<file path="src/rtl/tbk_pkg.sv">
// ----------------------------------------------------------------------------
// Timer bank package
// Request codes, sequencer states and the slot record shared by the timer
// bank modules.
// ----------------------------------------------------------------------------
package tbk_pkg;

  // Request codes carried on req_type_i.
  typedef enum logic [2:0] {
    REQ_CREATE     = 3'd0,
    REQ_DELETE     = 3'd1,
    REQ_TICK       = 3'd2,
    REQ_EXECUTE    = 3'd3,
    REQ_RESET_ALL  = 3'd4,
    REQ_DELETE_ALL = 3'd5,
    REQ_READ_TIME  = 3'd6
  } tbk_req_e;

  // Sequencer states.
  typedef enum logic [2:0] {
    ST_IDLE,
    ST_FIND,
    ST_SCAN_RD,
    ST_SCAN_WR,
    ST_FIN
  } tbk_state_e;

  // Result status codes.
  localparam logic StatusOk   = 1'b0;
  localparam logic StatusFail = 1'b1;

  // Execute reports at most this many slots per request.
  localparam int unsigned          MaxResults = 16;
  localparam int unsigned          ResCntW    = $clog2(MaxResults + 1);
  localparam logic [ResCntW-1:0]   ResMax     = ResCntW'(MaxResults);

  // One slot record as held in the slot memory.
  typedef struct packed {
    logic [31:0] period;
    logic [31:0] elapsed;
    logic [31:0] limit;
    logic [31:0] count;
  } tbk_row_t;

  localparam int unsigned RowW = $bits(tbk_row_t);

  // One result as presented on the result ports.
  typedef struct packed {
    logic       status;
    logic [3:0] slot;
    logic       fired;
    logic       last;
  } tbk_res_t;

endpackage

</file>
<file path="src/rtl/tbk_ram.sv">
// ----------------------------------------------------------------------------
// Timer bank RAM
// Generic single write port, single read port memory with registered read.
// ----------------------------------------------------------------------------
module tbk_ram #(
  parameter int unsigned Width = 32,
  parameter int unsigned Depth = 16,
  parameter int unsigned AddrW = (Depth > 1) ? $clog2(Depth) : 1
) (
  input  logic             clk_i,
  input  logic             wr_en_i,
  input  logic [AddrW-1:0] wr_addr_i,
  input  logic [Width-1:0] wr_data_i,
  input  logic             rd_en_i,
  input  logic [AddrW-1:0] rd_addr_i,
  output logic [Width-1:0] rd_data_o
);

  logic [Width-1:0] mem_q [Depth];
  logic [Width-1:0] rd_data_q;

  // Write port.
  always_ff @(posedge clk_i) begin
    if (wr_en_i) begin
      mem_q[wr_addr_i] <= wr_data_i;
    end
  end

  // Registered read port.
  always_ff @(posedge clk_i) begin
    if (rd_en_i) begin
      rd_data_q <= mem_q[rd_addr_i];
    end
  end

  assign rd_data_o = rd_data_q;

endmodule

</file>
<file path="src/rtl/tbk_slot_alu.sv">
// ----------------------------------------------------------------------------
// Timer bank slot unit
// Shared arithmetic for one slot record: saturating elapsed update on tick,
// due test and fire count on execute, clearing on reset all.
// ----------------------------------------------------------------------------
module tbk_slot_alu (
  input  tbk_pkg::tbk_req_e req_i,
  input  tbk_pkg::tbk_row_t row_i,
  input  logic [15:0]       step_i,
  output tbk_pkg::tbk_row_t row_o,
  output logic              due_o,
  output logic              retire_o
);

  logic [32:0] elapsed_sum;
  logic [31:0] count_inc;

  // Elapsed time plus step, with carry for saturation.
  assign elapsed_sum = {1'b0, row_i.elapsed} + {17'b0, step_i};
  assign count_inc   = row_i.count + 32'd1;

  // Per-request update of the record.
  always_comb begin
    row_o    = row_i;
    due_o    = 1'b0;
    retire_o = 1'b0;
    case (req_i)
      tbk_pkg::REQ_TICK: begin
        row_o.elapsed = elapsed_sum[32] ? 32'hFFFF_FFFF : elapsed_sum[31:0];
      end
      tbk_pkg::REQ_EXECUTE: begin
        due_o         = (row_i.elapsed >= row_i.period);
        row_o.elapsed = 32'd0;
        row_o.count   = count_inc;
        retire_o      = (row_i.limit != 32'd0) && (count_inc >= row_i.limit);
      end
      tbk_pkg::REQ_RESET_ALL: begin
        row_o.elapsed = 32'd0;
        row_o.count   = 32'd0;
      end
      default: begin
        row_o = row_i;
      end
    endcase
  end

endmodule

</file>
<file path="src/rtl/multi_slot_repeat_timer_bank.sv">
// ----------------------------------------------------------------------------
// Multi slot repeat timer bank
// A pool of SLOT_COUNT timer slots with a wrapping millisecond system time,
// driven by create, delete, tick, execute, reset-all, delete-all and
// read-time requests.
// ----------------------------------------------------------------------------
// Usage:
// A request is taken at a rising edge with start high and busy low; busy
// stays high while the sequencer works on it. Every result is shown for one
// cycle with res_valid_o high and must be taken then; last_o marks the final
// result of a request. The tick step register is written through the
// cfg_valid_i / cfg_ready_o channel while the bank is idle and no request is
// being presented.
// Flow: delete, delete-all, read-time, unknown codes and a create with a
// zero interval answer in the cycle after the request. Create walks the
// active flags one slot per cycle until it finds a free slot or the last one.
// Tick, execute and reset-all sweep the slot memory through its single read
// and write port: an active slot takes a read step and a write-back step, a
// free slot a skipped read step, and a closing step ends the sweep; execute
// streams one result per due slot, up to MaxResults, the last at the close.
// The memory port and the shared slot unit make the sweep take one slot at a time.
// Reset frees every slot, clears the system time and sets the step to 1.
// The slot memory needs no clearing pass. The receiver cannot stall.
// ----------------------------------------------------------------------------
module multi_slot_repeat_timer_bank #(
  parameter int unsigned SLOT_COUNT = 16
) (
  input  logic        clk_i,
  input  logic        rst_ni,
  // Request channel
  input  logic        start,
  output logic        busy,
  input  logic [2:0]  req_type_i,
  input  logic [31:0] period_ms_i,
  input  logic [31:0] repeat_limit_i,
  input  logic [7:0]  target_slot_i,
  // Configuration channel
  input  logic        cfg_valid_i,
  output logic        cfg_ready_o,
  input  logic [15:0] cfg_data_i,
  // Result channel
  output logic        res_valid_o,
  output logic        status_o,
  output logic [3:0]  slot_out_o,
  output logic        fired_o,
  output logic [31:0] time_now_o,
  output logic        last_o
);

  localparam int unsigned IdxW    = (SLOT_COUNT > 1) ? $clog2(SLOT_COUNT) : 1;
  localparam logic [IdxW-1:0] IdxLast = IdxW'(SLOT_COUNT - 1);
  localparam logic [8:0]      SlotLim = 9'(SLOT_COUNT);

  tbk_pkg::tbk_state_e state_q, state_d;
  tbk_pkg::tbk_req_e   req_in, op_q, op_d;

  logic [IdxW-1:0]               idx_q, idx_d;
  logic [tbk_pkg::ResCntW-1:0]   n_q, n_d;
  logic [3:0]                    held_q, held_d;
  logic                          held_vld_q, held_vld_d;
  logic [31:0]                   period_q, period_d;
  logic [31:0]                   limit_q, limit_d;
  logic [SLOT_COUNT-1:0]         active_q, active_d;
  logic [31:0]                   time_q, time_d;
  logic [15:0]                   step_q;
  logic                          res_vld_q, res_vld_d;
  tbk_pkg::tbk_res_t             res_q, res_d;

  logic                          req_accept;
  logic                          idx_is_last;
  logic                          target_ok;
  logic                          rd_en, wr_en;
  tbk_pkg::tbk_row_t             rd_row, wr_row, alu_row;
  logic                          alu_due, alu_retire;

  assign req_in      = tbk_pkg::tbk_req_e'(req_type_i);
  assign req_accept  = start && !busy;
  assign idx_is_last = (idx_q == IdxLast);
  assign target_ok   = ({1'b0, target_slot_i} < SlotLim) &&
                       active_q[target_slot_i[IdxW-1:0]];

  // The step may change only when no request is being taken, so that the
  // system time and the sweep of one tick use the same step.
  assign busy        = (state_q != tbk_pkg::ST_IDLE);
  assign cfg_ready_o = !busy && !start;

  // Slot memory: one record per slot.
  tbk_ram #(
    .Width (tbk_pkg::RowW),
    .Depth (SLOT_COUNT),
    .AddrW (IdxW)
  ) u_slot_ram (
    .clk_i     (clk_i),
    .wr_en_i   (wr_en),
    .wr_addr_i (idx_q),
    .wr_data_i (wr_row),
    .rd_en_i   (rd_en),
    .rd_addr_i (idx_q),
    .rd_data_o (rd_row)
  );

  // Shared slot arithmetic.
  tbk_slot_alu u_alu (
    .req_i    (op_q),
    .row_i    (rd_row),
    .step_i   (step_q),
    .row_o    (alu_row),
    .due_o    (alu_due),
    .retire_o (alu_retire)
  );

  // Next state.
  always_comb begin
    state_d = state_q;
    case (state_q)
      tbk_pkg::ST_IDLE: begin
        if (req_accept) begin
          case (req_in)
            tbk_pkg::REQ_CREATE: begin
              if (period_ms_i != 32'd0) begin
                state_d = tbk_pkg::ST_FIND;
              end
            end
            tbk_pkg::REQ_TICK, tbk_pkg::REQ_EXECUTE, tbk_pkg::REQ_RESET_ALL: begin
              state_d = tbk_pkg::ST_SCAN_RD;
            end
            default: begin
              state_d = tbk_pkg::ST_IDLE;
            end
          endcase
        end
      end
      tbk_pkg::ST_FIND: begin
        if (!active_q[idx_q] || idx_is_last) begin
          state_d = tbk_pkg::ST_IDLE;
        end
      end
      tbk_pkg::ST_SCAN_RD: begin
        if (op_q == tbk_pkg::REQ_EXECUTE && n_q == tbk_pkg::ResMax) begin
          state_d = tbk_pkg::ST_FIN;
        end else if (active_q[idx_q]) begin
          state_d = tbk_pkg::ST_SCAN_WR;
        end else if (idx_is_last) begin
          state_d = tbk_pkg::ST_FIN;
        end
      end
      tbk_pkg::ST_SCAN_WR: begin
        state_d = idx_is_last ? tbk_pkg::ST_FIN : tbk_pkg::ST_SCAN_RD;
      end
      tbk_pkg::ST_FIN: begin
        state_d = tbk_pkg::ST_IDLE;
      end
      default: begin
        state_d = tbk_pkg::ST_IDLE;
      end
    endcase
  end

  // Datapath control, memory access and results.
  always_comb begin
    idx_d      = idx_q;
    n_d        = n_q;
    held_d     = held_q;
    held_vld_d = held_vld_q;
    op_d       = op_q;
    period_d   = period_q;
    limit_d    = limit_q;
    active_d   = active_q;
    time_d     = time_q;
    res_vld_d  = 1'b0;
    res_d      = res_q;
    rd_en      = 1'b0;
    wr_en      = 1'b0;
    wr_row     = alu_row;
    case (state_q)
      tbk_pkg::ST_IDLE: begin
        if (req_accept) begin
          op_d       = req_in;
          idx_d      = '0;
          n_d        = '0;
          held_vld_d = 1'b0;
          period_d   = period_ms_i;
          limit_d    = repeat_limit_i;
          case (req_in)
            tbk_pkg::REQ_CREATE: begin
              if (period_ms_i == 32'd0) begin
                res_vld_d = 1'b1;
                res_d     = '{status: tbk_pkg::StatusFail, slot: 4'd0,
                              fired: 1'b0, last: 1'b1};
              end
            end
            tbk_pkg::REQ_DELETE: begin
              res_vld_d = 1'b1;
              if (target_ok) begin
                active_d[target_slot_i[IdxW-1:0]] = 1'b0;
                res_d = '{status: tbk_pkg::StatusOk, slot: 4'd0,
                          fired: 1'b0, last: 1'b1};
              end else begin
                res_d = '{status: tbk_pkg::StatusFail, slot: 4'd0,
                          fired: 1'b0, last: 1'b1};
              end
            end
            tbk_pkg::REQ_TICK: begin
              time_d = time_q + {16'b0, step_q};
            end
            tbk_pkg::REQ_EXECUTE, tbk_pkg::REQ_RESET_ALL: begin
              res_vld_d = 1'b0;
            end
            tbk_pkg::REQ_DELETE_ALL: begin
              active_d  = '0;
              res_vld_d = 1'b1;
              res_d     = '{status: tbk_pkg::StatusOk, slot: 4'd0,
                            fired: 1'b0, last: 1'b1};
            end
            tbk_pkg::REQ_READ_TIME: begin
              res_vld_d = 1'b1;
              res_d     = '{status: tbk_pkg::StatusOk, slot: 4'd0,
                            fired: 1'b0, last: 1'b1};
            end
            default: begin
              res_vld_d = 1'b1;
              res_d     = '{status: tbk_pkg::StatusFail, slot: 4'd0,
                            fired: 1'b0, last: 1'b1};
            end
          endcase
        end
      end
      // Create: walk the active flags for the lowest free slot.
      tbk_pkg::ST_FIND: begin
        if (!active_q[idx_q]) begin
          wr_en     = 1'b1;
          wr_row    = '{period: period_q, elapsed: 32'd0,
                        limit: limit_q, count: 32'd0};
          active_d[idx_q] = 1'b1;
          res_vld_d = 1'b1;
          res_d     = '{status: tbk_pkg::StatusOk, slot: 4'(idx_q),
                        fired: 1'b0, last: 1'b1};
        end else if (idx_is_last) begin
          res_vld_d = 1'b1;
          res_d     = '{status: tbk_pkg::StatusFail, slot: 4'd0,
                        fired: 1'b0, last: 1'b1};
        end else begin
          idx_d = idx_q + 1'b1;
        end
      end
      // Sweep: read the record of an active slot, skip a free one.
      tbk_pkg::ST_SCAN_RD: begin
        if (!(op_q == tbk_pkg::REQ_EXECUTE && n_q == tbk_pkg::ResMax)) begin
          if (active_q[idx_q]) begin
            rd_en = 1'b1;
          end else begin
            idx_d = idx_q + 1'b1;
          end
        end
      end
      // Sweep: write back the updated record (for execute, only that of a due slot).
      tbk_pkg::ST_SCAN_WR: begin
        idx_d = idx_q + 1'b1;
        if (op_q == tbk_pkg::REQ_EXECUTE) begin
          if (alu_due) begin
            wr_en = 1'b1;
            if (alu_retire) begin
              active_d[idx_q] = 1'b0;
            end
            // The previous report is now known not to be the final one.
            if (held_vld_q) begin
              res_vld_d = 1'b1;
              res_d     = '{status: tbk_pkg::StatusOk, slot: held_q,
                            fired: 1'b1, last: 1'b0};
            end
            held_d     = 4'(idx_q);
            held_vld_d = 1'b1;
            n_d        = n_q + 1'b1;
          end
        end else begin
          wr_en = 1'b1;
        end
      end
      // Closing result of a sweep.
      tbk_pkg::ST_FIN: begin
        res_vld_d = 1'b1;
        if (op_q == tbk_pkg::REQ_EXECUTE && held_vld_q) begin
          res_d = '{status: tbk_pkg::StatusOk, slot: held_q,
                    fired: 1'b1, last: 1'b1};
        end else begin
          res_d = '{status: tbk_pkg::StatusOk, slot: 4'd0,
                    fired: 1'b0, last: 1'b1};
        end
      end
      default: begin
        res_vld_d = 1'b0;
      end
    endcase
  end

  // Control registers.
  always_ff @(posedge clk_i or negedge rst_ni) begin
    if (!rst_ni) begin
      state_q    <= tbk_pkg::ST_IDLE;
      active_q   <= '0;
      time_q     <= 32'd0;
      step_q     <= 16'd1;
      res_vld_q  <= 1'b0;
      held_vld_q <= 1'b0;
      n_q        <= '0;
      idx_q      <= '0;
    end else begin
      state_q    <= state_d;
      active_q   <= active_d;
      time_q     <= time_d;
      res_vld_q  <= res_vld_d;
      held_vld_q <= held_vld_d;
      n_q        <= n_d;
      idx_q      <= idx_d;
      if (cfg_valid_i && cfg_ready_o) begin
        step_q <= cfg_data_i;
      end
    end
  end

  // Payload registers.
  always_ff @(posedge clk_i) begin
    op_q     <= op_d;
    held_q   <= held_d;
    period_q <= period_d;
    limit_q  <= limit_d;
    res_q    <= res_d;
  end

  assign res_valid_o = res_vld_q;
  assign status_o    = res_q.status;
  assign slot_out_o  = res_q.slot;
  assign fired_o     = res_q.fired;
  assign last_o      = res_q.last;
  assign time_now_o  = time_q;

  // Every accepted request is either in progress or answered next cycle.
  a_req_progress: assert property (@(posedge clk_i) disable iff (!rst_ni)
    req_accept |=> (state_q != tbk_pkg::ST_IDLE) || res_vld_q)
    else $error("accepted request neither in progress nor answered");

  // The final result of a request always returns the sequencer to idle.
  a_last_idle: assert property (@(posedge clk_i) disable iff (!rst_ni)
    res_vld_q && res_q.last |-> state_q == tbk_pkg::ST_IDLE)
    else $error("final result shown while sequencer still busy");

  // The slot memory is written only by create or the write-back step.
  a_wr_state: assert property (@(posedge clk_i) disable iff (!rst_ni)
    wr_en |-> (state_q == tbk_pkg::ST_FIND) || (state_q == tbk_pkg::ST_SCAN_WR))
    else $error("slot memory written outside create or sweep");

  // Execute never reports more slots than the result limit.
  a_res_limit: assert property (@(posedge clk_i) disable iff (!rst_ni)
    n_q <= tbk_pkg::ResMax)
    else $error("execute report count over limit");

  // A successful create leaves the claimed slot active.
  a_create_active: assert property (@(posedge clk_i) disable iff (!rst_ni)
    (state_q == tbk_pkg::ST_FIND) && !active_q[idx_q] |=> active_q[$past(idx_q)])
    else $error("created slot not marked active");

endmodule

</file>
<file path="config.mk">
export PLATFORM = sky130hd
export DESIGN_NAME = multi_slot_repeat_timer_bank
export DESIGN_NICKNAME = d
export VERILOG_FILES = /design/src/rtl/tbk_pkg.sv /design/src/rtl/tbk_ram.sv /design/src/rtl/tbk_slot_alu.sv /design/src/rtl/multi_slot_repeat_timer_bank.sv
export SDC_FILE = /design/constraint.sdc
export NUM_CORES = 2
export LEC_CHECK = 0
export ABC_AREA = 1
export BUFFER_PORTS_ARGS = -buffer_cell sky130_fd_sc_hd__buf_4
export CAP_MARGIN = 20
export CORE_UTILIZATION = 30
export DETAILED_ROUTE_END_ITERATION = 16
export PLACE_DENSITY_LB_ADDON = 0.12
export SLEW_MARGIN = 0
export SYNTH_ARGS = -nofsm -noshare
export SYNTH_HDL_FRONTEND = slang
export SYNTH_SLANG_ARGS = --single-unit
</file>
<file path="constraint.sdc">
create_clock -name clk_i -period 10.6 [get_ports clk_i]
set_input_delay 0.53 -clock clk_i [delete_from_list [all_inputs] [get_ports clk_i]]
set_output_delay 0.53 -clock clk_i [all_outputs]
set_load 0.01 [all_outputs]
</file>
==> metrics.cfg <==
[run_status]
outcome=complete, no violations

[synthesis]
synth.area.top_cells=edfxtp_1 (71%), o21ai_0 (6.1%), nor2_1 (4.6%), nand2_1 (4.4%), o22ai_1 (3.5%)
yosysTopAreaCell=edfxtp_1
syn_inst=7819
avgSynthCellArea_um2=12.2
muxShareOfSynthArea_pct=0.177
synth_edf_count=2254
seq_area_frac_synth_pct=72.8
synth-adder-area-share_pct=1.39
synth_ff_type=edfxtp_1
synth-compound-area-share_pct=10.7
synth-seq-cells=2332
ys_async_sr_fraction_pct=3.34
synth_xor_xnor_area_share_pct=0.522
synth-simple-area-share_pct=11.3
yosysUniqueCellTypes=53
synth_top_family_by_area=simple AND/OR/NAND/NOR gates
yosysWarningCount=0
yosysTopAreaCellShare_pct=70.8
synth_nets=8019
syn_area_um2=95700

[routing]
drt-wirelength-per-cell_um=26.2
drtIter0Drc=5467
num_vias=63590
wl_um=325000
via_per_inst=5.12
drc=0
drt-pass1-iter-count=7
detail-route-antenna-nets=0

[critical_path]
setup.worst_path.start_class=register
cpMostUsedCell=buf_4
worstPathRequired_ns=11.06
cp_max_fo=103
slowest_delay_ns=1.05
slowest_stage=dfrtp_4
cp_data_arrival_time_ns=7.46
cp-end-kind=register
worst-setup-path-type=register to register
path_cells=inv_8 -> nand3_1 -> nand2_1 -> nand2_1 -> nand2_2 -> nor2_2 -> nand2_2 -> buf_4 -> inv_8 -> a211oi_4 -> buf_4 -> nor2_4 -> buf_4 -> buf_4 -> buf_4

[floorplanning]
placementRows=206
core-area_um2=316000
start_util_pct=30.3
top_level_ports=137
die_w_um=567
dieArea_um2=321000
die-height_um=567

[clock_tree]
cts_sinks=2332
htree_levels=5
cts_hold_buf=84
cts_tree=built
cts_made_buffers=269
post_cts_buffers=0
clk_latency_ns=0.89
clock-root-buffer=clkbuf_16
cts-resized-gates=0
clk_pin_slew_worst_paths_ns=0.06
clockBufferDepth=4

[hold_path]
hold_class=primary input to register

[sta]
finalSetupViolCount=0
fmax_mhz=143
grt_setup_unrepaired=false
slew_headroom_pct=20.5
fin_crit_ns=7.00
drv_slew=0
tns_ns=0
worst_pin_slew_ns=1.19
fin_crit_sh_pct=66.0
timing.final.ws_setup_ns=3.60
fin_skew_ns=0.0593
hold_viol=0

[finish]
nets=8252
fillerInstances=30974
drive_gt1_share_pct=9.50
area_delta_synth_final_pct=16.4
final_cell_mix=edfxtp_1 (2254), nor2_1 (1163), o21ai_0 (1154), nand2_1 (1120), o22ai_1 (529)
final_common_cell=edfxtp_1

[placement]
hpwlAfterDp_um=180000
place_congestion=0.851
place_ws_ns=3.40
portBuffers=136

[global_routing]
track_usage_pct=19.7
grt_pass1_wl_um=463000
grt_remaining_overflow=0
grt_pass1_vias=62505
grt_antenna_before_repair=11
grt_max_degree=191

[flow_run]
maxCapViolations=0

[pwr]
power.leakage_uw=0.0378
peakVddDrop_uv=165
powerDensity_nw_per_um2=268

==> kinds of logic after synthesis <==
kind of cell,Yosys count
xor+xnor,57
mux,15
fa+ha+maj,105
flops,2332
buf+inv,756
simple gates,2671
compound gates,1883
==> report_power, final <==
part,switching (uW),internal (uW)
clock,3870,5310
combinational,6190,2240
sequential,499,11800
==> worst max-delay path: cells and delay by family (launching register included) <==
| family | cells | cell delay, ns |
|---|---|---|
| simple gates | 7 | 1.38 |
| buf+inv | 7 | 3.91 |
| compound gates | 1 | 0.07 |
| flops | 1 | 1.05 |
==> path summary, 6_finish.rpt <==
kind | to | slack (ns) | from | cells after the start
worst max register to register | u_slot_ram.mem_q[11][71] | 3.60 | idx_q[1] | 15
worst max-delay path | u_slot_ram.mem_q[11][71] | 3.60 | idx_q[1] | 15
min in group asynchronous | res_valid_o | 0.30 | rst_ni | 2
max in group asynchronous | step_q[0] | 9.06 | rst_ni | 3
worst min register to register | active_q[1] | 0.49 | active_q[1] | 2
worst min-delay path | limit_q[10] | 0.27 | start | 3
==> per-layer routing <==
layer,track usage (%),wire (um),vias up
li1,-,-,28913
met2,33.2,157000,1739
met1,26.8,146000,32522
met4,5.74,9140,4
met3,1.99,14000,412
met5,0,25,-
==> flip-flops by register name, indices dropped and copies added (netlist names) <==
name / cells
u_slot_ram.mem_q: 2048
u_slot_ram.rd_data_o: 128
limit_q: 32
period_q: 32
time_now_o: 32
active_q: 16
step_q: 16
n_q: 5
held_q: 4
idx_q: 4
slot_out_o: 4
op_q: 3
state_q: 3
fired_o: 1
held_vld_q: 1
last_o: 1
res_valid_o: 1
status_o: 1
==> area by class of cell <==
cell class,count,area [um2],share of cell area [%]
inverters,304,1200,1.07
repair buffers,414,3510,3.15
diodes,6,15.0,0.0135
flip-flops and latches,2332,69600,62.5
clock inverters,132,1360,1.22
multi-input cells,4731,23200,20.9
well taps,4160,5200,4.67
clock buffers,348,7210,6.48
==> cells in the mapped netlist (8+ instances only) <==
library cell,n
o22ai_1,529
buf_2,44
edfxtp_1,2254
a21oi_1,108
inv_1,295
nand4_1,169
nor3_1,29
mux2_2,15
ha_1,103
buf_1,30
xor2_1,32
o21ai_1,37
dfrtp_1,77
a22oi_1,10
clkbuf_1,364
nand3_1,117
o21ai_0,1158
nand2_1,1121
o31ai_1,16
nand3b_1,8
buf_4,10
nor2_1,1182
nor4_1,13
xnor2_1,25
==> metrics by stage <==
step                      std cells  hold WS [ns]  total power (uW)  utilization (%)  cell area (um2)
final                         12427         0.272             29900             35.2           111000
after global routing          12423         0.250             31300             35.2           111000
after CTS                     12391         0.198             30200             35.2           111000
after detailed placement      11827         0.483             20900             32.2           102000
after global placement        11811         0.475             20900             32.1           102000
after floorplan                7819         0.234             17300                -            95700
No activity file was read; power rests on OpenSTA's default activity.
